<file path="src/design/assert_macros.svh">
// ----------------------------------------------------------------------------
// Assertion macros
// Shared concurrent assertion wrappers for the gesture recognizer RTL.
// ----------------------------------------------------------------------------
`ifndef ASSERT_MACROS_SVH
`define ASSERT_MACROS_SVH

// Check a property on every rising edge outside reset.
`define ASSERT_CLK(label, clk, rst_n, prop, msg) \
  label: assert property (@(posedge clk) disable iff (!rst_n) prop) else $error(msg);

// Check that an expression is never true outside reset.
`define ASSERT_NEVER(label, clk, rst_n, expr, msg) \
  `ASSERT_CLK(label, clk, rst_n, !(expr), msg)

`endif

</file>
<file path="src/design/tdg_pkg.sv">
// ----------------------------------------------------------------------------
// Gesture recognizer package
// Codes, widths and shared types of the tap, drag and pinch recognizer.
// ----------------------------------------------------------------------------
`default_nettype none

package tdg_pkg;

  localparam int COORD_BITS_DEF = 16;
  localparam int TIME_BITS_DEF  = 32;

  localparam int THR_W   = 10;
  localparam int WIN_W   = 22;
  localparam int CFG_W   = 22;
  localparam int GEST_W  = 4;
  localparam int RES_MAX = 3;
  localparam int CNT_W   = 2;
  localparam int Q_DEPTH = 2;

  localparam logic [THR_W-1:0] THR_RST = 10'd10;
  localparam logic [WIN_W-1:0] WIN_RST = 22'd300000;

  typedef enum logic [2:0] {
    CMD_DOWN        = 3'd0,
    CMD_MOVE        = 3'd1,
    CMD_UP          = 3'd2,
    CMD_CANCEL      = 3'd3,
    CMD_PINCH_START = 3'd4,
    CMD_PINCH_MOVE  = 3'd5,
    CMD_PINCH_END   = 3'd6
  } cmd_t;

  typedef enum logic [1:0] {
    MODE_IDLE       = 2'd0,
    MODE_PENDING    = 2'd1,
    MODE_DRAGGING   = 2'd2,
    MODE_TWO_FINGER = 2'd3
  } mode_t;

  typedef enum logic [GEST_W-1:0] {
    G_DRAG_START   = 4'd0,
    G_DRAG_MOVE    = 4'd1,
    G_DRAG_END     = 4'd2,
    G_DRAG_CANCEL  = 4'd3,
    G_CLICK        = 4'd4,
    G_DOUBLE       = 4'd5,
    G_PINCH_START  = 4'd6,
    G_PINCH_MOVE   = 4'd7,
    G_PINCH_END    = 4'd8,
    G_PINCH_CANCEL = 4'd9
  } gesture_t;

  typedef enum logic [1:0] {
    FS_WAIT = 2'd0,
    FS_SQ   = 2'd1,
    FS_EVAL = 2'd2
  } front_state_t;

  typedef enum logic {
    CFG_DRAG_THR = 1'b0,
    CFG_DBL_WIN  = 1'b1
  } cfg_idx_t;

  typedef struct packed {
    logic full;
    logic empty;
  } q_stat_t;

  // Width of one packed job: result count plus RES_MAX results.
  function automatic int job_w(input int cb);
    return CNT_W + RES_MAX * (GEST_W + 2 * cb);
  endfunction

endpackage

`default_nettype wire

</file>
<file path="src/design/tap_drag_gesture_recognizer.sv">
// ----------------------------------------------------------------------------
// Tap, drag and pinch gesture recognizer
// Turns pointer and pinch events into drag, click, double click and pinch
// gestures.
// ----------------------------------------------------------------------------
// Usage:
//   Input channel in_*: one event per request (cmd, position, timestamp).
//   Output channel out_*: zero to three gestures per event, in order; out_last
//   marks the final gesture of an event. Events with no gesture send nothing.
//   Config port cfg_*: write drag threshold (index 0) or double click window
//   (index 1) while the block is idle; writes take effect at once.
// Timing:
//   An event passes the square-terms state, then the evaluate state, where
//   the next event may be taken. Its gestures pass the job queue and the
//   output register and follow one per cycle while out_stall is low. A
//   2-entry job queue decouples the front end from the output stage.
// Stall:
//   out_stall holds the output register; the front keeps taking events until
//   an event with gestures meets a full queue, then stalls the input.
// Reset:
//   rst_n low clears the gesture state, the queue and the output valid and
//   loads the register defaults (threshold 10, window 300000).
// ----------------------------------------------------------------------------
`default_nettype none

module tap_drag_gesture_recognizer #(
  parameter int COORD_BITS = tdg_pkg::COORD_BITS_DEF,
  parameter int TIME_BITS  = tdg_pkg::TIME_BITS_DEF
) (
  input  wire logic                          clk,
  input  wire logic                          rst_n,
  input  wire logic                          in_valid,
  output logic                               in_stall,
  input  wire logic [2:0]                    in_cmd,
  input  wire logic signed [COORD_BITS-1:0]  in_pos_x,
  input  wire logic signed [COORD_BITS-1:0]  in_pos_y,
  input  wire logic [TIME_BITS-1:0]          in_time_us,
  output logic                               out_valid,
  input  wire logic                          out_stall,
  output logic [tdg_pkg::GEST_W-1:0]         out_gesture,
  output logic signed [COORD_BITS-1:0]       out_x,
  output logic signed [COORD_BITS-1:0]       out_y,
  output logic                               out_last,
  input  wire logic                          cfg_we,
  input  wire logic                          cfg_index,
  input  wire logic [tdg_pkg::CFG_W-1:0]     cfg_wdata
);

  localparam int JOB_W = tdg_pkg::job_w(COORD_BITS);

  tdg_pkg::q_stat_t   q_stat;
  logic               q_push;
  logic               q_pop;
  logic [JOB_W-1:0]   wr_job;
  logic [JOB_W-1:0]   rd_job;

  tdg_front #(
    .COORD_BITS (COORD_BITS),
    .TIME_BITS  (TIME_BITS)
  ) u_front (
    .clk        (clk),
    .rst_n      (rst_n),
    .in_valid   (in_valid),
    .in_stall   (in_stall),
    .in_cmd     (in_cmd),
    .in_pos_x   (in_pos_x),
    .in_pos_y   (in_pos_y),
    .in_time_us (in_time_us),
    .cfg_we     (cfg_we),
    .cfg_index  (cfg_index),
    .cfg_wdata  (cfg_wdata),
    .q_stat     (q_stat),
    .q_push     (q_push),
    .q_job      (wr_job)
  );

  tdg_queue #(
    .DATA_W (JOB_W)
  ) u_queue (
    .clk     (clk),
    .rst_n   (rst_n),
    .push    (q_push),
    .wr_data (wr_job),
    .pop     (q_pop),
    .stat    (q_stat),
    .rd_data (rd_job)
  );

  tdg_back #(
    .COORD_BITS (COORD_BITS)
  ) u_back (
    .clk         (clk),
    .rst_n       (rst_n),
    .q_stat      (q_stat),
    .q_job       (rd_job),
    .q_pop       (q_pop),
    .out_valid   (out_valid),
    .out_stall   (out_stall),
    .out_gesture (out_gesture),
    .out_x       (out_x),
    .out_y       (out_y),
    .out_last    (out_last)
  );

endmodule

`default_nettype wire

</file>
<file path="src/design/tdg_queue.sv">
// ----------------------------------------------------------------------------
// Job queue
// Short FIFO of classified jobs between the front and the back part.
// ----------------------------------------------------------------------------
`default_nettype none
`include "assert_macros.svh"

module tdg_queue #(
  parameter int DATA_W = 8
) (
  input  wire logic              clk,
  input  wire logic              rst_n,
  input  wire logic              push,
  input  wire logic [DATA_W-1:0] wr_data,
  input  wire logic              pop,
  output tdg_pkg::q_stat_t       stat,
  output logic      [DATA_W-1:0] rd_data
);

  localparam int PTR_W = (tdg_pkg::Q_DEPTH > 1) ? $clog2(tdg_pkg::Q_DEPTH) : 1;
  localparam int CQ_W  = $clog2(tdg_pkg::Q_DEPTH + 1);

  logic [DATA_W-1:0] mem_r [tdg_pkg::Q_DEPTH];
  logic [PTR_W-1:0]  wr_ptr_r, wr_ptr_nxt;
  logic [PTR_W-1:0]  rd_ptr_r, rd_ptr_nxt;
  logic [CQ_W-1:0]   count_r, count_nxt;

  always_comb begin
    wr_ptr_nxt = wr_ptr_r;
    rd_ptr_nxt = rd_ptr_r;
    count_nxt  = count_r;
    if (push) begin
      wr_ptr_nxt = (wr_ptr_r == PTR_W'(tdg_pkg::Q_DEPTH - 1)) ? '0 : wr_ptr_r + 1'b1;
    end
    if (pop) begin
      rd_ptr_nxt = (rd_ptr_r == PTR_W'(tdg_pkg::Q_DEPTH - 1)) ? '0 : rd_ptr_r + 1'b1;
    end
    if (push && !pop) begin
      count_nxt = count_r + 1'b1;
    end else if (pop && !push) begin
      count_nxt = count_r - 1'b1;
    end
  end

  always_ff @(posedge clk) begin
    if (!rst_n) begin
      wr_ptr_r <= '0;
      rd_ptr_r <= '0;
      count_r  <= '0;
    end else begin
      wr_ptr_r <= wr_ptr_nxt;
      rd_ptr_r <= rd_ptr_nxt;
      count_r  <= count_nxt;
    end
  end

  always_ff @(posedge clk) begin
    if (push) begin
      mem_r[wr_ptr_r] <= wr_data;
    end
  end

  assign stat.full  = (count_r == CQ_W'(tdg_pkg::Q_DEPTH));
  assign stat.empty = (count_r == '0);
  assign rd_data    = mem_r[rd_ptr_r];

  `ASSERT_NEVER(a_no_overflow, clk, rst_n, push && stat.full, "job queue overflow")
  `ASSERT_NEVER(a_no_underflow, clk, rst_n, pop && stat.empty, "job queue underflow")

endmodule

`default_nettype wire

</file>
<file path="src/design/tdg_front.sv">
// ----------------------------------------------------------------------------
// Gesture front end
// Accepts events, keeps the gesture state and turns each event into a job
// of up to three results for the back end.
// ----------------------------------------------------------------------------
`default_nettype none
`include "assert_macros.svh"

module tdg_front #(
  parameter int COORD_BITS = tdg_pkg::COORD_BITS_DEF,
  parameter int TIME_BITS  = tdg_pkg::TIME_BITS_DEF
) (
  input  wire logic                                        clk,
  input  wire logic                                        rst_n,
  input  wire logic                                        in_valid,
  output logic                                             in_stall,
  input  wire logic [2:0]                                  in_cmd,
  input  wire logic signed [COORD_BITS-1:0]                in_pos_x,
  input  wire logic signed [COORD_BITS-1:0]                in_pos_y,
  input  wire logic [TIME_BITS-1:0]                        in_time_us,
  input  wire logic                                        cfg_we,
  input  wire logic                                        cfg_index,
  input  wire logic [tdg_pkg::CFG_W-1:0]                   cfg_wdata,
  input  tdg_pkg::q_stat_t                                 q_stat,
  output logic                                             q_push,
  output logic [tdg_pkg::job_w(COORD_BITS)-1:0]            q_job
);

  localparam int CB   = COORD_BITS;
  localparam int SQ_W = 2 * (CB + 1);
  localparam int DW   = (SQ_W + 1 > 2 * tdg_pkg::THR_W) ? SQ_W + 1 : 2 * tdg_pkg::THR_W;
  localparam int EW   = (TIME_BITS > tdg_pkg::WIN_W) ? TIME_BITS : tdg_pkg::WIN_W;

  typedef struct packed {
    tdg_pkg::gesture_t gesture;
    logic [CB-1:0]     x;
    logic [CB-1:0]     y;
  } res_t;

  typedef struct packed {
    logic [tdg_pkg::CNT_W-1:0]       cnt;
    res_t [tdg_pkg::RES_MAX-1:0]     res;
  } job_t;

  function automatic res_t mk_res(input tdg_pkg::gesture_t g, input logic [CB-1:0] x,
                                  input logic [CB-1:0] y);
    res_t r;
    r.gesture = g;
    r.x       = x;
    r.y       = y;
    return r;
  endfunction

  tdg_pkg::front_state_t state_r, state_nxt;

  // configuration
  logic [tdg_pkg::THR_W-1:0] thr_r;
  logic [tdg_pkg::WIN_W-1:0] win_r;

  // event held for evaluation
  logic [2:0]              cmd_r;
  logic signed [CB-1:0]    x_r, y_r;
  logic [TIME_BITS-1:0]    t_r;

  // distance terms
  logic [SQ_W-1:0]             sq_x_r, sq_y_r;
  logic [2*tdg_pkg::THR_W-1:0] thr_sq_r;
  logic                        win_ok_r;

  // gesture state
  tdg_pkg::mode_t       mode_r, mode_nxt;
  logic                 pinch_r, pinch_nxt;
  logic                 supp_r, supp_nxt;
  logic [CB-1:0]        start_x_r, start_x_nxt, start_y_r, start_y_nxt;
  logic [CB-1:0]        track_x_r, track_x_nxt, track_y_r, track_y_nxt;
  logic                 cvalid_r, cvalid_nxt;
  logic [TIME_BITS-1:0] ctime_r, ctime_nxt;
  logic [CB-1:0]        click_x_r, click_x_nxt, click_y_r, click_y_nxt;

  logic                 accept;
  logic                 adv;
  logic                 do_cancel;
  logic [1:0]           n;
  job_t                 job;

  // square stage
  logic [CB-1:0]             ref_x, ref_y;
  logic signed [CB:0]        dx, dy;
  logic signed [SQ_W-1:0]    sq_x, sq_y;
  logic [2*tdg_pkg::THR_W-1:0] thr_sq;
  logic [TIME_BITS-1:0]      elapsed;
  logic [EW-1:0]             el_ext, win_ext;

  // evaluation stage
  logic [DW-1:0]             dsum, thr_ext;
  logic                      far, near;

  assign accept = in_valid && !in_stall;

  // Up compares against the last click, everything else against the start.
  assign ref_x   = (cmd_r == tdg_pkg::CMD_UP) ? click_x_r : start_x_r;
  assign ref_y   = (cmd_r == tdg_pkg::CMD_UP) ? click_y_r : start_y_r;
  assign dx      = {x_r[CB-1], x_r} - {ref_x[CB-1], ref_x};
  assign dy      = {y_r[CB-1], y_r} - {ref_y[CB-1], ref_y};
  assign sq_x    = dx * dx;
  assign sq_y    = dy * dy;
  assign thr_sq  = thr_r * thr_r;
  assign elapsed = t_r - ctime_r;
  assign el_ext  = EW'(elapsed);
  assign win_ext = EW'(win_r);

  assign dsum    = DW'(sq_x_r) + DW'(sq_y_r);
  assign thr_ext = DW'(thr_sq_r);
  assign far     = (dsum >= thr_ext);
  assign near    = (dsum <= thr_ext);

  always_comb begin
    job         = '0;
    n           = '0;
    mode_nxt    = mode_r;
    pinch_nxt   = pinch_r;
    supp_nxt    = supp_r;
    start_x_nxt = start_x_r;
    start_y_nxt = start_y_r;
    track_x_nxt = track_x_r;
    track_y_nxt = track_y_r;
    cvalid_nxt  = cvalid_r;
    ctime_nxt   = ctime_r;
    click_x_nxt = click_x_r;
    click_y_nxt = click_y_r;

    do_cancel = (cmd_r inside {tdg_pkg::CMD_DOWN, tdg_pkg::CMD_CANCEL,
                               tdg_pkg::CMD_PINCH_START});
    if (do_cancel) begin
      if (mode_r == tdg_pkg::MODE_DRAGGING) begin
        job.res[n] = mk_res(tdg_pkg::G_DRAG_CANCEL, track_x_r, track_y_r);
        n = n + 1'b1;
      end
      if (pinch_r) begin
        job.res[n] = mk_res(tdg_pkg::G_PINCH_CANCEL, '0, '0);
        n = n + 1'b1;
      end
      mode_nxt  = tdg_pkg::MODE_IDLE;
      pinch_nxt = 1'b0;
      supp_nxt  = 1'b1;
    end

    unique case (cmd_r)
      tdg_pkg::CMD_DOWN: begin
        mode_nxt    = tdg_pkg::MODE_PENDING;
        supp_nxt    = 1'b0;
        start_x_nxt = x_r;
        start_y_nxt = y_r;
        track_x_nxt = x_r;
        track_y_nxt = y_r;
      end
      tdg_pkg::CMD_MOVE: begin
        if (mode_r == tdg_pkg::MODE_PENDING && far) begin
          mode_nxt   = tdg_pkg::MODE_DRAGGING;
          job.res[n] = mk_res(tdg_pkg::G_DRAG_START, start_x_r, start_y_r);
          n          = n + 1'b1;
        end
        if (mode_nxt == tdg_pkg::MODE_DRAGGING) begin
          job.res[n]  = mk_res(tdg_pkg::G_DRAG_MOVE, x_r, y_r);
          n           = n + 1'b1;
          track_x_nxt = x_r;
          track_y_nxt = y_r;
        end
      end
      tdg_pkg::CMD_UP: begin
        mode_nxt = tdg_pkg::MODE_IDLE;
        if (mode_r == tdg_pkg::MODE_DRAGGING) begin
          job.res[n] = mk_res(tdg_pkg::G_DRAG_END, x_r, y_r);
          n          = n + 1'b1;
          supp_nxt   = 1'b1;
        end else if (mode_r == tdg_pkg::MODE_PENDING) begin
          if (supp_r) begin
            supp_nxt = 1'b0;
          end else if (cvalid_r && win_ok_r && near) begin
            // consume the click so a third tap starts over
            cvalid_nxt = 1'b0;
            job.res[n] = mk_res(tdg_pkg::G_DOUBLE, x_r, y_r);
            n          = n + 1'b1;
          end else begin
            cvalid_nxt  = 1'b1;
            ctime_nxt   = t_r;
            click_x_nxt = x_r;
            click_y_nxt = y_r;
            job.res[n]  = mk_res(tdg_pkg::G_CLICK, x_r, y_r);
            n           = n + 1'b1;
          end
        end
      end
      tdg_pkg::CMD_CANCEL: begin
      end
      tdg_pkg::CMD_PINCH_START: begin
        mode_nxt   = tdg_pkg::MODE_TWO_FINGER;
        pinch_nxt  = 1'b1;
        supp_nxt   = 1'b1;
        job.res[n] = mk_res(tdg_pkg::G_PINCH_START, x_r, y_r);
        n          = n + 1'b1;
      end
      tdg_pkg::CMD_PINCH_MOVE: begin
        if (!pinch_r) begin
          // open a session first; any drag is dropped silently
          mode_nxt   = tdg_pkg::MODE_TWO_FINGER;
          pinch_nxt  = 1'b1;
          supp_nxt   = 1'b1;
          job.res[n] = mk_res(tdg_pkg::G_PINCH_START, x_r, y_r);
          n          = n + 1'b1;
        end
        job.res[n] = mk_res(tdg_pkg::G_PINCH_MOVE, x_r, y_r);
        n          = n + 1'b1;
      end
      tdg_pkg::CMD_PINCH_END: begin
        if (pinch_r) begin
          job.res[n] = mk_res(tdg_pkg::G_PINCH_END, x_r, y_r);
          n          = n + 1'b1;
        end
        mode_nxt  = tdg_pkg::MODE_IDLE;
        pinch_nxt = 1'b0;
        supp_nxt  = 1'b1;
      end
      default: begin
      end
    endcase

    job.cnt = n;
  end

  // Events without results never wait for queue space.
  assign adv = (n == '0) || !q_stat.full;

  always_comb begin
    state_nxt = state_r;
    unique case (state_r)
      tdg_pkg::FS_WAIT: state_nxt = accept ? tdg_pkg::FS_SQ : tdg_pkg::FS_WAIT;
      tdg_pkg::FS_SQ:   state_nxt = tdg_pkg::FS_EVAL;
      tdg_pkg::FS_EVAL: begin
        if (adv) begin
          state_nxt = accept ? tdg_pkg::FS_SQ : tdg_pkg::FS_WAIT;
        end
      end
      default: state_nxt = tdg_pkg::FS_WAIT;
    endcase
  end

  always_comb begin
    in_stall = 1'b0;
    q_push   = 1'b0;
    unique case (state_r)
      tdg_pkg::FS_WAIT: in_stall = 1'b0;
      tdg_pkg::FS_SQ:   in_stall = 1'b1;
      tdg_pkg::FS_EVAL: begin
        in_stall = !adv;
        q_push   = (n != '0) && !q_stat.full;
      end
      default: in_stall = 1'b1;
    endcase
  end

  assign q_job = job;

  always_ff @(posedge clk) begin
    if (!rst_n) begin
      state_r   <= tdg_pkg::FS_WAIT;
      thr_r     <= tdg_pkg::THR_RST;
      win_r     <= tdg_pkg::WIN_RST;
      mode_r    <= tdg_pkg::MODE_IDLE;
      pinch_r   <= 1'b0;
      supp_r    <= 1'b0;
      start_x_r <= '0;
      start_y_r <= '0;
      track_x_r <= '0;
      track_y_r <= '0;
      cvalid_r  <= 1'b0;
      ctime_r   <= '0;
      click_x_r <= '0;
      click_y_r <= '0;
    end else begin
      state_r <= state_nxt;
      if (cfg_we) begin
        if (cfg_index == tdg_pkg::CFG_DRAG_THR) begin
          thr_r <= cfg_wdata[tdg_pkg::THR_W-1:0];
        end else begin
          win_r <= cfg_wdata[tdg_pkg::WIN_W-1:0];
        end
      end
      if (state_r == tdg_pkg::FS_EVAL && adv) begin
        mode_r    <= mode_nxt;
        pinch_r   <= pinch_nxt;
        supp_r    <= supp_nxt;
        start_x_r <= start_x_nxt;
        start_y_r <= start_y_nxt;
        track_x_r <= track_x_nxt;
        track_y_r <= track_y_nxt;
        cvalid_r  <= cvalid_nxt;
        ctime_r   <= ctime_nxt;
        click_x_r <= click_x_nxt;
        click_y_r <= click_y_nxt;
      end
    end
  end

  always_ff @(posedge clk) begin
    if (accept) begin
      cmd_r <= in_cmd;
      x_r   <= in_pos_x;
      y_r   <= in_pos_y;
      t_r   <= in_time_us;
    end
    if (state_r == tdg_pkg::FS_SQ) begin
      sq_x_r   <= sq_x;
      sq_y_r   <= sq_y;
      thr_sq_r <= thr_sq;
      win_ok_r <= (el_ext <= win_ext);
    end
  end

  `ASSERT_CLK(a_accept_to_sq, clk, rst_n, accept |=> (state_r == tdg_pkg::FS_SQ),
              "accepted event did not enter the square stage")

endmodule

`default_nettype wire

</file>
<file path="src/design/tdg_back.sv">
// ----------------------------------------------------------------------------
// Gesture back end
// Unpacks queued jobs and delivers their results one per cycle, while
// out_stall is low, through a registered output stage.
// ----------------------------------------------------------------------------
`default_nettype none
`include "assert_macros.svh"

module tdg_back #(
  parameter int COORD_BITS = tdg_pkg::COORD_BITS_DEF
) (
  input  wire logic                                   clk,
  input  wire logic                                   rst_n,
  input  tdg_pkg::q_stat_t                            q_stat,
  input  wire logic [tdg_pkg::job_w(COORD_BITS)-1:0]  q_job,
  output logic                                        q_pop,
  output logic                                        out_valid,
  input  wire logic                                   out_stall,
  output logic [tdg_pkg::GEST_W-1:0]                  out_gesture,
  output logic signed [COORD_BITS-1:0]                out_x,
  output logic signed [COORD_BITS-1:0]                out_y,
  output logic                                        out_last
);

  localparam int CB = COORD_BITS;

  typedef struct packed {
    tdg_pkg::gesture_t gesture;
    logic [CB-1:0]     x;
    logic [CB-1:0]     y;
  } res_t;

  typedef struct packed {
    logic [tdg_pkg::CNT_W-1:0]   cnt;
    res_t [tdg_pkg::RES_MAX-1:0] res;
  } job_t;

  job_t                      job;
  res_t                      cur;
  logic [1:0]                idx_r, idx_nxt;
  logic                      load;
  logic                      is_last;
  logic                      out_valid_r;
  logic [tdg_pkg::GEST_W-1:0] gest_r;
  logic [CB-1:0]             x_r, y_r;
  logic                      last_r;

  assign job     = q_job;
  assign cur     = job.res[idx_r];
  assign is_last = (idx_r == job.cnt - 1'b1);
  assign load    = !q_stat.empty && (!out_valid_r || !out_stall);
  assign q_pop   = load && is_last;
  assign idx_nxt = (load && is_last) ? '0 : (load ? idx_r + 1'b1 : idx_r);

  always_ff @(posedge clk) begin
    if (!rst_n) begin
      idx_r       <= '0;
      out_valid_r <= 1'b0;
    end else begin
      idx_r <= idx_nxt;
      if (!out_valid_r || !out_stall) begin
        out_valid_r <= load;
      end
    end
  end

  always_ff @(posedge clk) begin
    if (load) begin
      gest_r <= cur.gesture;
      x_r    <= cur.x;
      y_r    <= cur.y;
      last_r <= is_last;
    end
  end

  assign out_valid   = out_valid_r;
  assign out_gesture = gest_r;
  assign out_x       = x_r;
  assign out_y       = y_r;
  assign out_last    = last_r;

  `ASSERT_CLK(a_pop_marks_last, clk, rst_n, q_pop |=> (out_valid_r && last_r),
              "job retired without a final result")
  `ASSERT_CLK(a_idx_in_job, clk, rst_n, !q_stat.empty |-> (idx_r < job.cnt),
              "result index past the end of the job")

endmodule

`default_nettype wire

</file>
<file path="config.mk">
export PLATFORM = sky130hd
export DESIGN_NAME = tap_drag_gesture_recognizer
export DESIGN_NICKNAME = d
export VERILOG_FILES = /design/src/design/tdg_pkg.sv /design/src/design/tap_drag_gesture_recognizer.sv /design/src/design/tdg_queue.sv /design/src/design/tdg_front.sv /design/src/design/tdg_back.sv
export VERILOG_INCLUDE_DIRS = /design/src /design/src/design
export SDC_FILE = /design/constraint.sdc
export NUM_CORES = 2
export LEC_CHECK = 0
export ABC_CLOCK_PERIOD_IN_PS = 14100
export BUFFER_PORTS_ARGS = -buffer_cell sky130_fd_sc_hd__buf_2
export CAP_MARGIN = 20
export CELL_PAD_IN_SITES_DETAIL_PLACEMENT = 1
export CELL_PAD_IN_SITES_GLOBAL_PLACEMENT = 2
export CORE_ASPECT_RATIO = 0.9
export CORE_MARGIN = 4
export CORE_UTILIZATION = 35
export DETAILED_ROUTE_END_ITERATION = 10
export PLACE_DENSITY = 0.65
export SKIP_LAST_GASP = 1
export SLEW_MARGIN = 20
export SYNTH_ARGS = -nofsm -noshare
export SYNTH_HDL_FRONTEND = slang
export SYNTH_SLANG_ARGS = --single-unit
</file>
<file path="constraint.sdc">
create_clock -name clk -period 14.1 [get_ports clk]
set_clock_uncertainty 0.2 [all_clocks]
set_input_delay 1.41 -clock clk [delete_from_list [all_inputs] [get_ports clk]]
set_output_delay 1.41 -clock clk [all_outputs]
set_load 0.1 [all_outputs]
</file>
; Word-level counts from Yosys, hierarchy flattened
; Memory sizes are Yosys's and may differ from the RTL's. A register that Yosys moved wholly into a read port is not among the register bits.
; Cells that the tools add are included.
[word_totals]
mem_count = 1
wordCells = 206
out_inout_bits = 39
reg_bits = 367
ram_bits = 220
[mem_list]
columns = name, words, word_bits, rd, rd_clocked_by_memory_dff, write_ports, line_no
row1 = u_queue.mem_r, 2, 110, 1, 1, 1, tdg_queue.sv:23  ; logic [DATA_W-1:0] mem_r [tdg_pkg::Q_DEPTH];
[op_classes]
order_cmp = 12
n_reduce_logical = 41
mul = 3
bitwise_logic = 8
mux = 81
n_eq_ne = 15
addsub = 14
[ops]
columns = operator, count
row1 = $mux 108, 12
row2 = $bwmux 108, 8
row3 = $pmux 108 s5, 1
row4 = $demux 36 s2, 4
row5 = $mux 36, 6
row6 = $and 34x102->102, 1
row7 = $not 102->102, 1
row8 = $bmux 36 s2, 1
row9 = $mul 17x17->34, 2
row10 = $mux 16, 4
row11 = $pmux 16 s2, 2
row12 = $mux 2, 19
row13 = $add 34x34->35, 1
row14 = $ge 35x20->1, 1
row15 = $le 35x20->1, 1
row16 = $mux 34, 1
row17 = $sub 16x16->17, 2
row18 = $le 32x22->1, 1
row19 = $sub 32x32->32, 1
row20 = $mul 10x10->20, 1
row21 = $pmux 2 s5, 2
row22 = $mux 1, 17
row23 = $lt 2x3->1 const B, 5
row24 = $logic_and 1x1->1, 14
row25 = 28 further kinds, 66

; Logic depth before layout (Yosys ltp)
[logic_depth]
ltp_word = 21
depth_mapped = 44

; By module
; From an unflattened synthesis, not the netlist that was laid out.
[hier_totals]
hier_cells = 5028
area_unflattened_um2 = 51648.3
[by_module_without_submodules]
columns = mod, seq_area_each_um2, instances, area_each_um2, cells_each
row1 = tdg_front, 7937.6, 1, 41428.5, 4484
row2 = tdg_queue, 6706.4, 1, 8189.1, 364
row3 = tdg_back, 1171.1, 1, 2030.7, 180

; Worst setup path before layout
; Ideal clock, no wire load.
[synth_path]
path_kind = register to register
start = reg u_front.cmd_r[2]
end = reg u_front.sq_y_r[33] (data pin)
required_ns = 13.762
stages_incl_launch_ff = 42
path_slack_ns = 3.658
arrival_time_ns = 10.105
synth_period_minus_slack_ns = 10.442
setup_time_ns = 0.138
path_cell_list = edfxtp_1 -> nand2b_1 -> clkbuf_1 -> nor2_1 -> clkbuf_1 -> mux2i_1 -> fa_1 -> a21o_1 -> a21oi_1 -> o21bai_1 -> a21oi_1 -> o21bai_1 -> a21oi_1 -> o211ai_1 -> a31o_2 -> a21o_1 -> and2_1 -> o31ai_1 -> (+6 left out) -> fa_1 -> inv_1 -> fa_1 -> fa_1 -> inv_1 -> fa_1 -> inv_1 -> ha_1 -> nor2b_1 -> o21ai_0 -> nand3_1 -> o21ai_0 -> a211oi_1 -> nor2b_1 -> o21ai_0 -> o41a_1 -> or4_1 -> nand4_1
[synth_via]
elab_chain_cells = 4
[synth_rtl]
columns = element, line_no
row1 = "start, declared", tdg_front.sv:61  ; logic [2:0] cmd_r;
row2 = "start signal, assigned", tdg_front.sv:307  ; cmd_r <= in_cmd;
row3 = $eq 3x2->1, tdg_front.sv:102  ; assign ref_y = (cmd_r == tdg_pkg::CMD_UP) ? click_y_r : start_y_r;
row4 = $mux 16, tdg_front.sv:102
row5 = $sub 16x16->17, tdg_front.sv:104  ; assign dy = {y_r[CB-1], y_r} - {ref_y[CB-1], ref_y};
row6 = $mul 17x17->34, tdg_front.sv:106  ; assign sq_y = dy * dy;
row7 = via u_front.sq_y[33], tdg_front.sv:89  ; logic signed [SQ_W-1:0] sq_x, sq_y;
row8 = "end signal, assigned", tdg_front.sv:314  ; sq_y_r <= sq_y;
row9 = "end, declared", tdg_front.sv:66  ; logic [SQ_W-1:0] sq_x_r, sq_y_r;
; The timed path passes the listed nets, and every way through them passes these cells.
; A chain may end at the register's enable or synchronous reset.

; Final worst setup path
[layout_path]
start = reg u_front.cmd_r[1]
end = reg u_front.sq_y_r[33] (data pin)
; The elaborated chain is that of the path after synthesis.

==> impl_metrics.yaml <==
critical_path:
  path_class: "reg -> reg"
  startpoint: "u_front.cmd_r[1]$_DFFE_PP_"
  critPathCapture: "u_front.sq_y_r[33]$_DFFE_PP_"
  r2r.worst_path.cells: 42
  crit_path_start_kind: "flop"
  r2r-end: "u_front.sq_y_r[33]$_DFFE_PP_"
  crit_required_ps: 14400
  crit_fanout: 20
  critPathMaxStageDelay_ps: 690
  cp_data_arrival_time_ps: 12690
  regToRegStartpoint: "u_front.cmd_r[1]$_DFFE_PP_"
  rrSetupSlack_ps: 1700
  slowest_stage: "edfxtp_1"
  crit_top_cell: "fa_1"
  cp-end-kind: "flop"
global_route:
  grt_pass1_wl_um: 232000
  grt_pass1_vias: 38700
  grtUsageTotal_pct: 19.7
  grt_start_max_net_pins: 71
  overflow: 0
  antenna_found_initial: 6
logic_synthesis:
  synthCells: 4880
  ys.flop_type: "edfxtp_1"
  ys_seq_area_share_pct: 31.3
  synth-edff-count: 410
  mappedNetlistArea_mm2: 0.0505
  synthTopCellsByArea: "edfxtp_1 24%, fa_1 23%, ha_1 9.0%"
  synth_warnings: 0
  synth_top_area_share_pct: 24.4
  ys_types: 81
  async_flop_share_pct: 0
  ys_seq_elements: 585
  synth_nets: 5927
  synth.avg_cell_area_um2: 10.4
  synth_area_leader_cell: "edfxtp_1"
routing:
  wl_met1_um: 72600
  drtIter0Drc: 1772
  wl_per_cell_um: 21.2
  routed-wl-met3_um: 4490
  top_layer: "met5"
  finalWirelength_um: 146000
  vias_per_cell: 5.08
  drt_first_pass_iters: 5
  vias: 35000
  wl_met2_um: 67500
  drc: 0
  ant_nets: 0
final_layout:
  finalNetCount: 6001
  final_common_cell: "inv_1"
  drive_gt1_share_pct: 7.80
  final_util_pct: 38.9
  layout_common_cells: "850 x inv_1, 589 x fa_1, 443 x nand2_1, 410 x edfxtp_1, 363 x ha_1"
  syn_to_final_growth_pct: 10.6
  finalInstanceArea_mm2: 0.0559
worst_hold_path:
  min_path_type: "reg -> reg"
timing:
  worst_pin_slew_ps: 1130
  max_freq_ghz: 0.0807
  period_share_pct: 87.9
  setup_viol: 0
  tns_ps: 0
  min_period_ps: 12400
  hold_viol: 0
  slew_headroom_pct: 24.8
  maxSlewViolCount: 0
  grt_setup_unrepaired: "false"
placed_design:
  dp_hpwl_um: 115000
  gp_congestion: 0.813
  placed_area_mm2: 0.0534
  portBuffers: 133
flow_run:
  cap_violations: 0
clock_tree:
  ctsRootBufferMaster: "clkbuf_16"
  clk_path_buf_depth: 3
  numCtsBuffers: 73
  cts_tree: "done"
  hold_buffers: 0
  cts.clk_slew.worst_paths_ps: 60
  postCtsSetupBuffers: 0
  clk_latency_ps: 670
  cts-resized-gates: 0
  htree_levels: 3
  clock-sinks: 585
floorplan:
  die-area_mm2: 0.151
  coreArea_mm2: 0.144
  fp-row-count: 132
  start_util_pct: 35.2
  ios: 134
  fp.dieW_um: 409
  die_h_um: 369
status:
  outcome: "completed"
-- through the flow --
stage / setup slack (ps) / cells / hold slack, ps
3_3_place_gp: 2020 / 6754 / 237
5_1_grt: 785 / 6889 / 266
4_1_cts: 1710 / 6888 / 256
3_5_place_dp: 1810 / 6754 / 243
6_report: 1700 / 6890 / 253
2_1_floorplan: 3660 / 4880 / 230
-- how the worst min path moves through the flow --
stage	from	endpoint	slack, ps	depth (start not counted)
final	u_front.track_x_r[1]$_SDFFE_PN0P_	u_front.track_x_r[1]$_SDFFE_PN0P_	250	2
after global routing	u_front.track_y_r[4]$_SDFFE_PN0P_	u_front.track_y_r[4]$_SDFFE_PN0P_	270	2
after CTS	u_front.track_x_r[15]$_SDFFE_PN0P_	u_front.track_x_r[15]$_SDFFE_PN0P_	260	2
after detailed placement	u_front.track_y_r[0]$_SDFFE_PN0P_	u_front.track_y_r[0]$_SDFFE_PN0P_	240	2
after global placement	u_front.track_y_r[5]$_SDFFE_PN0P_	u_front.track_y_r[5]$_SDFFE_PN0P_	240	2
after floorplan	u_front.track_x_r[0]$_SDFFE_PN0P_	u_front.track_x_r[0]$_SDFFE_PN0P_	230	2
-- synthesized netlist by cell type, types with 8 or more instances --
library cell	instances
a211o_1	8
a211oi_1	19
a21o_1	56
a21oi_1	224
a221o_1	33
a22o_1	65
a31oi_1	19
and2_1	103
and3_1	14
buf_1	14
buf_2	14
clkbuf_1	165
clkinv_1	8
dfxtp_1	175
edfxtp_1	410
fa_1	589
ha_1	363
inv_1	850
mux2i_1	139
mux4_2	36
nand2_1	445
nand2b_1	37
nand3_1	33
nand4_1	88
nor2_1	277
nor2b_1	36
nor3_1	49
nor4_1	12
o211ai_1	20
o21a_1	42
o21ai_0	96
o21bai_1	15
o22ai_1	40
o31ai_1	78
or2_2	12
or3_1	14
xnor2_1	126
xor2_1	47
-- worst max-delay path: cells and delay by family (launching register included) --
family / cells / cell delay (ps)
flops: 1 / 690
fa+ha+maj: 9 / 3920
compound gates: 15 / 3220
buf+inv: 8 / 1370
mux: 1 / 210
simple gates: 9 / 2560
-- state kept, by name, indices dropped and copies added, names as in the netlist, 3 cells and up, named ones only --
| register | flops |
|---|---|
| u_queue.mem_r | 220 |
| u_front.sq_x_r | 33 |
| u_front.sq_y_r | 33 |
| u_front.ctime_r | 32 |
| u_front.t_r | 32 |
| u_front.win_r | 22 |
| u_front.thr_sq_r | 19 |
| u_back.out_x | 16 |
| u_back.out_y | 16 |
| u_front.click_x_r | 16 |
| u_front.click_y_r | 16 |
| u_front.start_x_r | 16 |
| u_front.start_y_r | 16 |
| u_front.track_x_r | 16 |
| u_front.track_y_r | 16 |
| u_front.x_r | 16 |
| u_front.y_r | 16 |
| u_front.thr_r | 10 |
| u_back.out_gesture | 4 |
| u_front.cmd_r | 3 |
-- per-layer routing --
layer  vias up  GRT usage, %
li1      16500             -
met1     18000          28.8
met2       421          32.3
met3       100          2.10
met4         2          3.04
met5         -             0
-- layout make-up --
cell class / instances / area, um^2
sequential: 585 / 15800
antenna: 1 / 2.50
clock inverter: 35 / 484
clock buffer: 99 / 2030
multi-input combinational: 3240 / 30900
inverter: 859 / 3230
tap: 1876 / 2350
fill: 16000 / 87800
timing repair buffer: 195 / 1140
-- kinds of logic (layout without fill, tap and decap cells) --
logic type,after synthesis,after routing,share of synthesized area (%)
xor+xnor,173,173,3.00
other cells,0,1,0
flops,585,585,31.3
simple gates,1147,1147,10.5
compound gates,790,790,10.5
fa+ha+maj,952,952,32.3
buf+inv,1055,1188,7.91
mux,178,178,4.42
Power is left out: the tool's default activity adds up to more than one toggle a clock period on the data nets, which glitch-free logic cannot reach.
